### config.mk
export PLATFORM = sky130hd
export DESIGN_NAME = decimal_text_to_fixed_point_flat
export DESIGN_NICKNAME = d
export VERILOG_FILES = /design/src/hdl/dt2fx_pkg.sv /design/src/hdl/dt2fx_char_if.sv /design/src/hdl/dt2fx_result_if.sv /design/src/hdl/dt2fx_front.sv /design/src/hdl/dt2fx_fifo.sv /design/src/hdl/dt2fx_back.sv /design/src/hdl/decimal_text_to_fixed_point.sv /design/src/flat_wrapper.sv
export SDC_FILE = /design/constraint.sdc
export NUM_CORES = 1
export LEC_CHECK = 0
export ABC_AREA = 1
export BUFFER_PORTS_ARGS = -buffer_cell sky130_fd_sc_hd__buf_2
export CELL_PAD_IN_SITES_DETAIL_PLACEMENT = 0
export CELL_PAD_IN_SITES_GLOBAL_PLACEMENT = 2
export CORE_ASPECT_RATIO = 0.9
export CORE_MARGIN = 1.5
export CORE_UTILIZATION = 39
export CTS_CLUSTER_DIAMETER = 100
export CTS_CLUSTER_SIZE = 30
export DETAILED_ROUTE_END_ITERATION = 10
export PLACE_DENSITY_LB_ADDON = 0.1
export RECOVER_POWER = 25
export SLEW_MARGIN = 0
export SYNTH_ARGS = -nofsm -noshare
export SYNTH_HDL_FRONTEND = slang
export SYNTH_SLANG_ARGS = --single-unit
### constraint.sdc
create_clock -name clk -period 10.7 [get_ports clk]
set_clock_uncertainty 0.1 [all_clocks]
set_input_delay 1.07 -clock clk [delete_from_list [all_inputs] [get_ports clk]]
set_output_delay 1.07 -clock clk [all_outputs]
set_load 0.05 [all_outputs]
### src/hdl/dt2fx_pkg.sv
package dt2fx_pkg;

	localparam int FRAC_BITS    = 32;
	localparam int INT_BITS     = 31;
	localparam int WEIGHT_BITS  = 60;
	localparam int VALUE_BITS   = 64;
	localparam int STATUS_BITS  = 2;
	localparam int CHAR_BITS    = 8;
	localparam int DIGIT_BITS   = 4;
	localparam int INT_CALC_BITS = INT_BITS + DIGIT_BITS;
	localparam int PROD_BITS    = WEIGHT_BITS + DIGIT_BITS;

	// one weight per fraction digit position, the last one is zero
	localparam int WEIGHT_STEPS = 19;
	localparam int WIDX_BITS    = $clog2(WEIGHT_STEPS);

	localparam int QUEUE_DEPTH  = 4;
	localparam int PTR_BITS     = $clog2(QUEUE_DEPTH);
	localparam int CNT_BITS     = $clog2(QUEUE_DEPTH + 1);

	localparam logic [CHAR_BITS-1:0] CH_ZERO  = 8'd48;
	localparam logic [CHAR_BITS-1:0] CH_NINE  = 8'd57;
	localparam logic [CHAR_BITS-1:0] CH_TAB   = 8'd9;
	localparam logic [CHAR_BITS-1:0] CH_CR    = 8'd13;
	localparam logic [CHAR_BITS-1:0] CH_SPACE = 8'd32;
	localparam logic [CHAR_BITS-1:0] CH_DOT   = ".";
	localparam logic [CHAR_BITS-1:0] CH_PLUS  = "+";
	localparam logic [CHAR_BITS-1:0] CH_MINUS = "-";

	localparam logic [INT_BITS-1:0] INT_MAX = '1;
	localparam logic [INT_CALC_BITS-1:0] TEN = INT_CALC_BITS'(10);

	localparam logic [VALUE_BITS-1:0] SAT_POS =
		VALUE_BITS'({(INT_BITS + FRAC_BITS){1'b1}});
	localparam logic [VALUE_BITS-1:0] SAT_NEG = ~SAT_POS;

	typedef enum logic [1:0] {
		PH_SPACE,
		PH_SIGN,
		PH_BODY
	} phase_t;

	typedef enum logic [STATUS_BITS-1:0] {
		ST_OK       = 2'd0,
		ST_INVALID  = 2'd1,
		ST_OVERFLOW = 2'd2
	} status_t;

	typedef enum logic [1:0] {
		OP_SKIP,
		OP_INT,
		OP_FRAC
	} op_kind_t;

	typedef struct packed {
		op_kind_t                kind;
		logic [DIGIT_BITS-1:0]   digit;
		logic [WIDX_BITS-1:0]    widx;
		logic                    last;
		logic                    neg;
		logic                    bad;
	} op_t;

	typedef logic [WEIGHT_BITS-1:0] weight_tab_t [WEIGHT_STEPS];

	function automatic weight_tab_t build_weights();
		logic [WEIGHT_BITS:0] w;
		weight_tab_t          t;
		w = {1'b1, {WEIGHT_BITS{1'b0}}};
		for (int i = 0; i < WEIGHT_STEPS; i++) begin
			w    = w / 10;
			t[i] = w[WEIGHT_BITS-1:0];
		end
		return t;
	endfunction

	localparam weight_tab_t WEIGHT_TAB = build_weights();

endpackage

### src/hdl/dt2fx_char_if.sv
interface dt2fx_char_if;
	logic                               valid;
	logic                               ready;
	logic [dt2fx_pkg::CHAR_BITS-1:0]    char_code;
	logic                               is_last;

	modport source (output valid, output char_code, output is_last, input ready);
	modport sink (input valid, input char_code, input is_last, output ready);
endinterface

### src/hdl/dt2fx_result_if.sv
interface dt2fx_result_if;
	logic                                   valid;
	logic                                   ready;
	logic signed [dt2fx_pkg::VALUE_BITS-1:0] value;
	logic [dt2fx_pkg::STATUS_BITS-1:0]      status;

	modport source (output valid, output value, output status, input ready);
	modport sink (input valid, input value, input status, output ready);
endinterface

### src/hdl/dt2fx_front.sv
module dt2fx_front (
	input  logic                 clk,
	input  logic                 arst_n,
	dt2fx_char_if.sink           chars,
	output dt2fx_pkg::op_t       op,
	output logic                 op_valid,
	input  logic                 op_ready
);

	dt2fx_pkg::phase_t                    phase_q, phase_d;
	logic                                 neg_q, neg_d;
	logic                                 dot_q, dot_d;
	logic                                 bad_q, bad_d;
	logic [dt2fx_pkg::WIDX_BITS-1:0]      fcnt_q, fcnt_d;

	logic push;
	logic is_space, is_sign, is_digit, is_dot;
	logic skip_space, take_sign, take_body;

	assign chars.ready = op_ready;
	assign op_valid    = chars.valid;
	assign push        = chars.valid && op_ready;

	assign is_space = (chars.char_code >= dt2fx_pkg::CH_TAB && chars.char_code <= dt2fx_pkg::CH_CR)
		|| chars.char_code == dt2fx_pkg::CH_SPACE;
	assign is_sign  = chars.char_code == dt2fx_pkg::CH_PLUS
		|| chars.char_code == dt2fx_pkg::CH_MINUS;
	assign is_digit = chars.char_code >= dt2fx_pkg::CH_ZERO
		&& chars.char_code <= dt2fx_pkg::CH_NINE;
	assign is_dot   = chars.char_code == dt2fx_pkg::CH_DOT;

	assign skip_space = phase_q == dt2fx_pkg::PH_SPACE && is_space;
	assign take_sign  = !skip_space && phase_q != dt2fx_pkg::PH_BODY && is_sign;
	assign take_body  = !bad_q && !skip_space && !take_sign;

	// next state
	always_comb begin
		phase_d = phase_q;
		neg_d   = neg_q;
		dot_d   = dot_q;
		bad_d   = bad_q;
		fcnt_d  = fcnt_q;
		if (!bad_q && take_sign) begin
			phase_d = dt2fx_pkg::PH_SIGN;
			if (chars.char_code == dt2fx_pkg::CH_MINUS) begin
				neg_d = !neg_q;
			end
		end else if (take_body) begin
			phase_d = dt2fx_pkg::PH_BODY;
			priority if (is_dot) begin
				if (dot_q) begin
					bad_d = 1'b1;
				end else begin
					dot_d = 1'b1;
				end
			end else if (is_digit) begin
				if (dot_q && fcnt_q != dt2fx_pkg::WIDX_BITS'(dt2fx_pkg::WEIGHT_STEPS - 1)) begin
					fcnt_d = fcnt_q + 1'b1;
				end
			end else begin
				bad_d = 1'b1;
			end
		end
	end

	// queue entry
	always_comb begin
		op.kind  = dt2fx_pkg::OP_SKIP;
		op.digit = dt2fx_pkg::DIGIT_BITS'(chars.char_code - dt2fx_pkg::CH_ZERO);
		op.widx  = fcnt_q;
		op.last  = chars.is_last;
		op.neg   = neg_d;
		op.bad   = bad_d;
		if (take_body && is_digit) begin
			op.kind = dot_q ? dt2fx_pkg::OP_FRAC : dt2fx_pkg::OP_INT;
		end
	end

	always_ff @(posedge clk or negedge arst_n) begin
		if (!arst_n) begin
			phase_q <= dt2fx_pkg::PH_SPACE;
			neg_q   <= 1'b0;
			dot_q   <= 1'b0;
			bad_q   <= 1'b0;
			fcnt_q  <= '0;
		end else if (push) begin
			if (chars.is_last) begin
				phase_q <= dt2fx_pkg::PH_SPACE;
				neg_q   <= 1'b0;
				dot_q   <= 1'b0;
				bad_q   <= 1'b0;
				fcnt_q  <= '0;
			end else begin
				phase_q <= phase_d;
				neg_q   <= neg_d;
				dot_q   <= dot_d;
				bad_q   <= bad_d;
				fcnt_q  <= fcnt_d;
			end
		end
	end

	a_text_restart: assert property (@(posedge clk) disable iff (!arst_n)
		push && chars.is_last |=> phase_q == dt2fx_pkg::PH_SPACE && !bad_q && !dot_q && !neg_q)
		else $error("front state not cleared after last item");

	a_frac_needs_dot: assert property (@(posedge clk) disable iff (!arst_n)
		fcnt_q != '0 |-> dot_q)
		else $error("fraction digits counted without a dot");

	a_sign_phase: assert property (@(posedge clk) disable iff (!arst_n)
		phase_q == dt2fx_pkg::PH_SPACE |-> !neg_q)
		else $error("negative set while still skipping whitespace");

endmodule

### src/hdl/dt2fx_fifo.sv
module dt2fx_fifo (
	input  logic                 clk,
	input  logic                 arst_n,
	input  dt2fx_pkg::op_t       wr_data,
	input  logic                 wr_valid,
	output logic                 wr_ready,
	output dt2fx_pkg::op_t       rd_data,
	output logic                 rd_valid,
	input  logic                 rd_ready
);

	dt2fx_pkg::op_t                   mem_q [dt2fx_pkg::QUEUE_DEPTH];
	logic [dt2fx_pkg::PTR_BITS-1:0]   wr_ptr_q, rd_ptr_q;
	logic [dt2fx_pkg::CNT_BITS-1:0]   count_q;
	logic push, pop;

	assign wr_ready = count_q != dt2fx_pkg::CNT_BITS'(dt2fx_pkg::QUEUE_DEPTH);
	assign rd_valid = count_q != '0;
	assign rd_data  = mem_q[rd_ptr_q];
	assign push     = wr_valid && wr_ready;
	assign pop      = rd_valid && rd_ready;

	always_ff @(posedge clk) begin
		if (push) begin
			mem_q[wr_ptr_q] <= wr_data;
		end
	end

	always_ff @(posedge clk or negedge arst_n) begin
		if (!arst_n) begin
			wr_ptr_q <= '0;
			rd_ptr_q <= '0;
			count_q  <= '0;
		end else begin
			if (push) begin
				wr_ptr_q <= (wr_ptr_q == dt2fx_pkg::PTR_BITS'(dt2fx_pkg::QUEUE_DEPTH - 1))
					? '0 : wr_ptr_q + 1'b1;
			end
			if (pop) begin
				rd_ptr_q <= (rd_ptr_q == dt2fx_pkg::PTR_BITS'(dt2fx_pkg::QUEUE_DEPTH - 1))
					? '0 : rd_ptr_q + 1'b1;
			end
			if (push && !pop) begin
				count_q <= count_q + 1'b1;
			end else if (pop && !push) begin
				count_q <= count_q - 1'b1;
			end
		end
	end

endmodule

### src/hdl/dt2fx_back.sv
module dt2fx_back (
	input  logic                 clk,
	input  logic                 arst_n,
	input  dt2fx_pkg::op_t       op,
	input  logic                 op_valid,
	output logic                 op_ready,
	dt2fx_result_if.source       result
);

	logic en, pop;

	// integer accumulator, updated as entries leave the queue
	logic [dt2fx_pkg::INT_BITS-1:0]      int_acc_q;
	logic                                ovf_q;
	logic [dt2fx_pkg::INT_CALC_BITS-1:0] int_calc;
	logic                                int_over;
	logic [dt2fx_pkg::INT_BITS-1:0]      int_upd;
	logic                                ovf_upd;
	logic [dt2fx_pkg::PROD_BITS-1:0]     prod_wide;

	logic                                vld_s1, last_s1, neg_s1, bad_s1, ovf_s1;
	logic [dt2fx_pkg::INT_BITS-1:0]      int_s1;
	logic [dt2fx_pkg::WEIGHT_BITS-1:0]   prod_s1;

	logic [dt2fx_pkg::WEIGHT_BITS-1:0]   frac_acc_q;
	logic [dt2fx_pkg::WEIGHT_BITS-1:0]   frac_sum;

	logic                                vld_s2, neg_s2, bad_s2, ovf_s2;
	logic [dt2fx_pkg::INT_BITS-1:0]      int_s2;
	logic [dt2fx_pkg::FRAC_BITS-1:0]     frac_s2;

	logic                                out_vld_q;
	logic [dt2fx_pkg::VALUE_BITS-1:0]    value_q;
	dt2fx_pkg::status_t                  status_q;
	logic [dt2fx_pkg::VALUE_BITS-1:0]    mag;

	assign en       = !out_vld_q || result.ready;
	assign op_ready = en;
	assign pop      = op_valid && en;

	assign int_calc  = dt2fx_pkg::INT_CALC_BITS'(int_acc_q) * dt2fx_pkg::TEN
		+ dt2fx_pkg::INT_CALC_BITS'(op.digit);
	assign int_over  = int_calc > dt2fx_pkg::INT_CALC_BITS'(dt2fx_pkg::INT_MAX);
	assign prod_wide = dt2fx_pkg::PROD_BITS'(dt2fx_pkg::WEIGHT_TAB[op.widx])
		* dt2fx_pkg::PROD_BITS'(op.digit);

	always_comb begin
		int_upd = int_acc_q;
		ovf_upd = ovf_q;
		if (op.kind == dt2fx_pkg::OP_INT) begin
			int_upd = int_over ? dt2fx_pkg::INT_MAX : int_calc[dt2fx_pkg::INT_BITS-1:0];
			ovf_upd = ovf_q || int_over;
		end
	end

	assign frac_sum = frac_acc_q + prod_s1;
	assign mag      = dt2fx_pkg::VALUE_BITS'({int_s2, frac_s2});

	always_ff @(posedge clk or negedge arst_n) begin
		if (!arst_n) begin
			int_acc_q  <= '0;
			ovf_q      <= 1'b0;
			frac_acc_q <= '0;
			vld_s1     <= 1'b0;
			vld_s2     <= 1'b0;
			out_vld_q  <= 1'b0;
		end else if (en) begin
			vld_s1    <= op_valid;
			vld_s2    <= vld_s1 && last_s1;
			out_vld_q <= vld_s2;
			if (op_valid) begin
				int_acc_q <= op.last ? '0 : int_upd;
				ovf_q     <= op.last ? 1'b0 : ovf_upd;
			end
			if (vld_s1) begin
				frac_acc_q <= last_s1 ? '0 : frac_sum;
			end
		end
	end

	always_ff @(posedge clk) begin
		if (pop) begin
			last_s1 <= op.last;
			neg_s1  <= op.neg;
			bad_s1  <= op.bad;
			ovf_s1  <= ovf_upd;
			int_s1  <= int_upd;
			prod_s1 <= (op.kind == dt2fx_pkg::OP_FRAC)
				? prod_wide[dt2fx_pkg::WEIGHT_BITS-1:0] : '0;
		end
		if (en) begin
			neg_s2  <= neg_s1;
			bad_s2  <= bad_s1;
			ovf_s2  <= ovf_s1;
			int_s2  <= int_s1;
			frac_s2 <= frac_sum[dt2fx_pkg::WEIGHT_BITS-1 -: dt2fx_pkg::FRAC_BITS];
			priority if (bad_s2) begin
				value_q  <= '0;
				status_q <= dt2fx_pkg::ST_INVALID;
			end else if (ovf_s2) begin
				value_q  <= neg_s2 ? dt2fx_pkg::SAT_NEG : dt2fx_pkg::SAT_POS;
				status_q <= dt2fx_pkg::ST_OVERFLOW;
			end else begin
				value_q  <= neg_s2 ? (~mag + 1'b1) : mag;
				status_q <= dt2fx_pkg::ST_OK;
			end
		end
	end

	assign result.valid  = out_vld_q;
	assign result.value  = $signed(value_q);
	assign result.status = status_q;

	a_ovf_pins_int: assert property (@(posedge clk) disable iff (!arst_n)
		ovf_q |-> int_acc_q == dt2fx_pkg::INT_MAX)
		else $error("overflow flagged but integer part not saturated");

	a_sat_value: assert property (@(posedge clk) disable iff (!arst_n)
		out_vld_q && status_q == dt2fx_pkg::ST_OVERFLOW
		|-> value_q == dt2fx_pkg::SAT_POS || value_q == dt2fx_pkg::SAT_NEG)
		else $error("overflow status with unsaturated value");

	a_invalid_zero: assert property (@(posedge clk) disable iff (!arst_n)
		out_vld_q && status_q == dt2fx_pkg::ST_INVALID |-> value_q == '0)
		else $error("invalid status with nonzero value");

endmodule

### src/hdl/decimal_text_to_fixed_point.sv
// decimal text to signed Q31.32 fixed point
// chars: one ASCII character per item (char_code), is_last marks the final one
// result: one item per text, sent for the item with is_last set; value is the
//   signed fixed-point number, status is ok, invalid (bad character or second
//   dot, value zero) or overflow (value saturated to the extreme of its sign)
// leading whitespace is skipped, any run of signs follows, then digits and at
//   most one dot; fraction digits beyond the resolution of the weight table add
//   nothing
// throughput: one character per cycle; the front classifies each character in
//   the cycle it is taken and pushes it into a four-entry queue, the back
//   accumulates one queue entry per cycle
// path: after the last character is taken the result goes through the stages
//   queue read, integer/product stage, fraction add stage, output register
// reset: arst_n clears the parser state, the accumulators and the queue; the
//   next character starts a new text
// stall: while a result waits for result.ready the back holds, the queue keeps
//   taking characters until its four entries are full, then chars.ready drops
module decimal_text_to_fixed_point (
	input  logic            clk,
	input  logic            arst_n,
	dt2fx_char_if.sink      chars,
	dt2fx_result_if.source  result
);

	dt2fx_pkg::op_t front_op, back_op;
	logic           front_valid, front_ready;
	logic           back_valid, back_ready;

	dt2fx_front u_front (
		.clk      (clk),
		.arst_n   (arst_n),
		.chars    (chars),
		.op       (front_op),
		.op_valid (front_valid),
		.op_ready (front_ready)
	);

	dt2fx_fifo u_fifo (
		.clk      (clk),
		.arst_n   (arst_n),
		.wr_data  (front_op),
		.wr_valid (front_valid),
		.wr_ready (front_ready),
		.rd_data  (back_op),
		.rd_valid (back_valid),
		.rd_ready (back_ready)
	);

	dt2fx_back u_back (
		.clk      (clk),
		.arst_n   (arst_n),
		.op       (back_op),
		.op_valid (back_valid),
		.op_ready (back_ready),
		.result   (result)
	);

endmodule
### src/flat_wrapper.sv
// flat-port wrapper written by rule: the top's interface ports become plain ports
module decimal_text_to_fixed_point_flat 
  (clk, arst_n, chars_valid, chars_char_code, chars_is_last, chars_ready, result_valid, result_value, result_status, result_ready);
  dt2fx_char_if chars_i ();
  dt2fx_result_if result_i ();
  input  logic clk;
  input  logic arst_n;
  input wire logic [$bits(chars_i.valid)-1:0] chars_valid;
  input wire logic [$bits(chars_i.char_code)-1:0] chars_char_code;
  input wire logic [$bits(chars_i.is_last)-1:0] chars_is_last;
  output wire logic [$bits(chars_i.ready)-1:0] chars_ready;
  output wire logic [$bits(result_i.valid)-1:0] result_valid;
  output wire logic [$bits(result_i.value)-1:0] result_value;
  output wire logic [$bits(result_i.status)-1:0] result_status;
  input wire logic [$bits(result_i.ready)-1:0] result_ready;
  assign chars_i.valid = chars_valid;
  assign chars_i.char_code = chars_char_code;
  assign chars_i.is_last = chars_is_last;
  assign chars_ready = chars_i.ready;
  assign result_valid = result_i.valid;
  assign result_value = result_i.value;
  assign result_status = result_i.status;
  assign result_i.ready = result_ready;
  decimal_text_to_fixed_point u_core (.clk(clk), .arst_n(arst_n), .chars(chars_i), .result(result_i));
endmodule
==> impl_results.md <==
* CP endpoint kind: flip-flop
* Critical path arrival at 8150 ps
* Reg-to-Reg Start: u_core.u_fifo.rd_ptr_q[0]$_DFFE_PN0P_
* Top cell type's share of synthesized area at 26.49%
* Die X at 305.3 µm
* Crit-path most repeated cell: nand2_1
* Worst Setup SP: u_core.u_fifo.rd_ptr_q[0]$_DFFE_PN0P_
* Largest stage delay, worst path at 630 ps
* Sequential area share after synthesis at a little over a third
* Reg area at between 10,000 and 15,000 µm²
* Crit share post-route at about 74%
* CTS H-Tree Depth at 1
* Unrepaired setup endpoints after global routing: false
* Postcts setup bufs at 0
* Outcome: finished with violations
* Synth top area cells: edfxtp_1 (26%), nand2_1 (10%), dfrtp_1 (8.7%)
* Worst slew margin at -135.8%
* Clk slew on worst S/H paths at 110 ps
* Worst Setup Path Type: reg -> reg
* Asr flop ratio synth at 28.35%
* Worst skew pair latency at 590 ps
* Setup_tns at 0 ps
* Top cells by count, synth: nand2_1 (895), inv_1 (619), nor2_1 (534)
* Num CTS Buffers at 23
* Fraction of layout cells with a size suffix above 1 at 5.768%
* Max cap viols at 3
* Yosys cell types at 63
* Seq cells post-synth at 395
* Final net count at roughly 4,600
* ANT cells at 0
* Top FF cell, synth: edfxtp_1
* Fillcell total at 8,483
* Final setup fails at 0
* TritonCTS clock tree: yes
* Core area at around 81,000 µm²
* GRT Total Usage at 23.79%
* Gr ovfl total at 0
* Post-synth EDFFs at 283
* Vias at roughly 28,000
* Hold_buf cts at 0
* CTS max path bufs at 3
* Crit path max fanout at 31
* Largest net degree at the start of global routing at 87
* Hpwl dp at 80,010 µm
* Port bufs at 80
* CTS sink count at between 300 and 400
* Number of global-route vias before repair at 26,700
* Mapped Cells at 4,218
* Mapped Area at 32,080 µm²
* Routability-driven placement congestion ratio at 0.9008
* CTS resizes at 0
* Period minus WS final at 7890 ps
* I/O Pins at 81
* Post-Syn Area per Cell at 7.605 µm²
* Hold Crit Start: u_core.u_back.int_s1[30]$_DFFE_PP_
* Detailed Route WL at 100,600 µm
* Area grow syn2layout at 7.735%
* Warnings from Yosys at 0
* Die area at 83,980 µm²
* Most common cell in the netlist: nand2_1
* Drt first pass iters at 5
* Clock root cell: clkbuf_16
* WL/cell at 18.84 µm
* Drt drc at 0
* Crit path required time at 10,960 ps
* Crit path max-delay cell type: o21ai_0
* Synth area leader: edfxtp_1
* Worst Setup Start Kind: flip-flop
* Initial antenna violation count at 0
* DRT iter0 DRCs at 2,004
* Final Slew Violations at 170
* Site row count at just under 100
* Chip height at 275.1 µm
* First-pass GRT wire length at 157,400 µm
* Initial Util at about two fifths
* Avg Vias per Cell at between 5 and 6
* Antenna Nets Post-Route at 0
* Least-Margin Pin Slew at approximately 3500 ps
* Total nets after synthesis at 4,547
* Final Hold Viols at 0
* Hold Crit Class: reg -> reg
* Fmax at roughly 130 MHz
* Failing checks: capacitance limit, slew limit
* Area of the multi-input gates at 18,040 µm²
[layout make-up]
class | count | area share [%]
clock buffer | 26 | 1.698
inverter | 650 | 7.063
timing repair buffer | 111 | 1.723
clock inverter | 16 | 0.7856
sequential | 395 | 32.70
multi-input combinational | 3084 | 52.19
tap | 1060 | 3.838
[per-layer routing]
| layer | track usage [%] | vias up | routed length, µm |
|---|---|---|---|
| met3 | 2.157 | 74 | 3953 |
| met1 | 37.24 | 13040 | 52800 |
| met5 | 0 | - | 0 |
| met4 | 3.902 | 0 | 1585 |
| li1 | - | 14100 | - |
| met2 | 35.78 | 529 | 42300 |
[sequential cells by signal, summed over array words and instances (netlist names), 5 cells and up]
signal and flops:
u_core.u_back.prod_s1 60, u_core.u_back.int_s2 31, u_core.u_fifo.mem_q 56, u_core.u_front.fcnt_q 5, u_core.u_back.frac_s2 32, u_core.u_back.int_s1 31
u_core.u_back.result.value 64, u_core.u_back.frac_acc_q 60, u_core.u_back.int_acc_q 31
[per-stage QoR]
stage	std cells	hold WS, ps	area, µm²	utilization, %	setup WS [ps]
2_1_floorplan	4218	300.3	32080	-	1679
3_3_place_gp	5300	301.8	33740	41.53	2949
3_5_place_dp	5300	304.5	33740	41.53	2869
4_1_cts	5342	136.2	34600	42.58	2895
5_1_grt	5342	327.1	34560	42.53	2013
6_report	5342	316.7	34560	42.53	2810
[worst max-delay path: cells and delay by family (launching register included)]
family	cells	cell delay, ps
buf+inv	6	2030
fa+ha+maj	3	1420
flops	1	370
simple gates	9	1270
compound gates	10	2480
[logic make-up (layout without fill, tap and decap cells)]
group,Yosys count,in the layout,share of synthesized area [%]
AO/OA/AOI/OAI,833,833,14.77
XOR/XNOR,49,49,1.338
adder cells (fa/ha/maj),316,316,14.81
buffers and inverters,739,803,8.733
flip-flops,395,395,35.23
multiplexers,1,1,0.03510
AND/OR/NAND/NOR,1885,1885,25.09
[worst paths after layout]
| check | to | slack (ps) | depth (start not counted) |
|---|---|---|---|
| worst max register to register | u_core.u_back.prod_s1[41]$_SDFFCE_PP0P_ | 2810 | 28 |
| worst min register to register | u_core.u_back.int_s2[30]$_DFFE_PN_ | 320 | 0 |
| worst min-delay path | u_core.u_back.int_s2[30]$_DFFE_PN_ | 320 | 0 |
| min in group asynchronous | u_core.u_back.frac_acc_q[1]$_DFFE_PN0P_ | 350 | 1 |
| worst max-delay path | u_core.u_back.prod_s1[41]$_SDFFCE_PP0P_ | 2810 | 28 |
| max in group asynchronous | u_core.u_fifo.wr_ptr_q[0]$_DFFE_PN0P_ | 6320 | 3 |
[cells in the final DEF, fill, tap and decap left out, types with 35 or more instances in the layout]
cell,count
nand2_1,895
inv_1,617
nor2_1,531
a21oi_1,349
edfxtp_1,283
o21ai_0,261
ha_1,210
nand3_1,177
dfrtp_1,112
fa_1,106
nor3_1,99
buf_2,74
a31oi_1,49
o21a_1,35
Power is not shown: default switching activity piles up to over one toggle a cycle in this logic, so the estimate is an artifact.
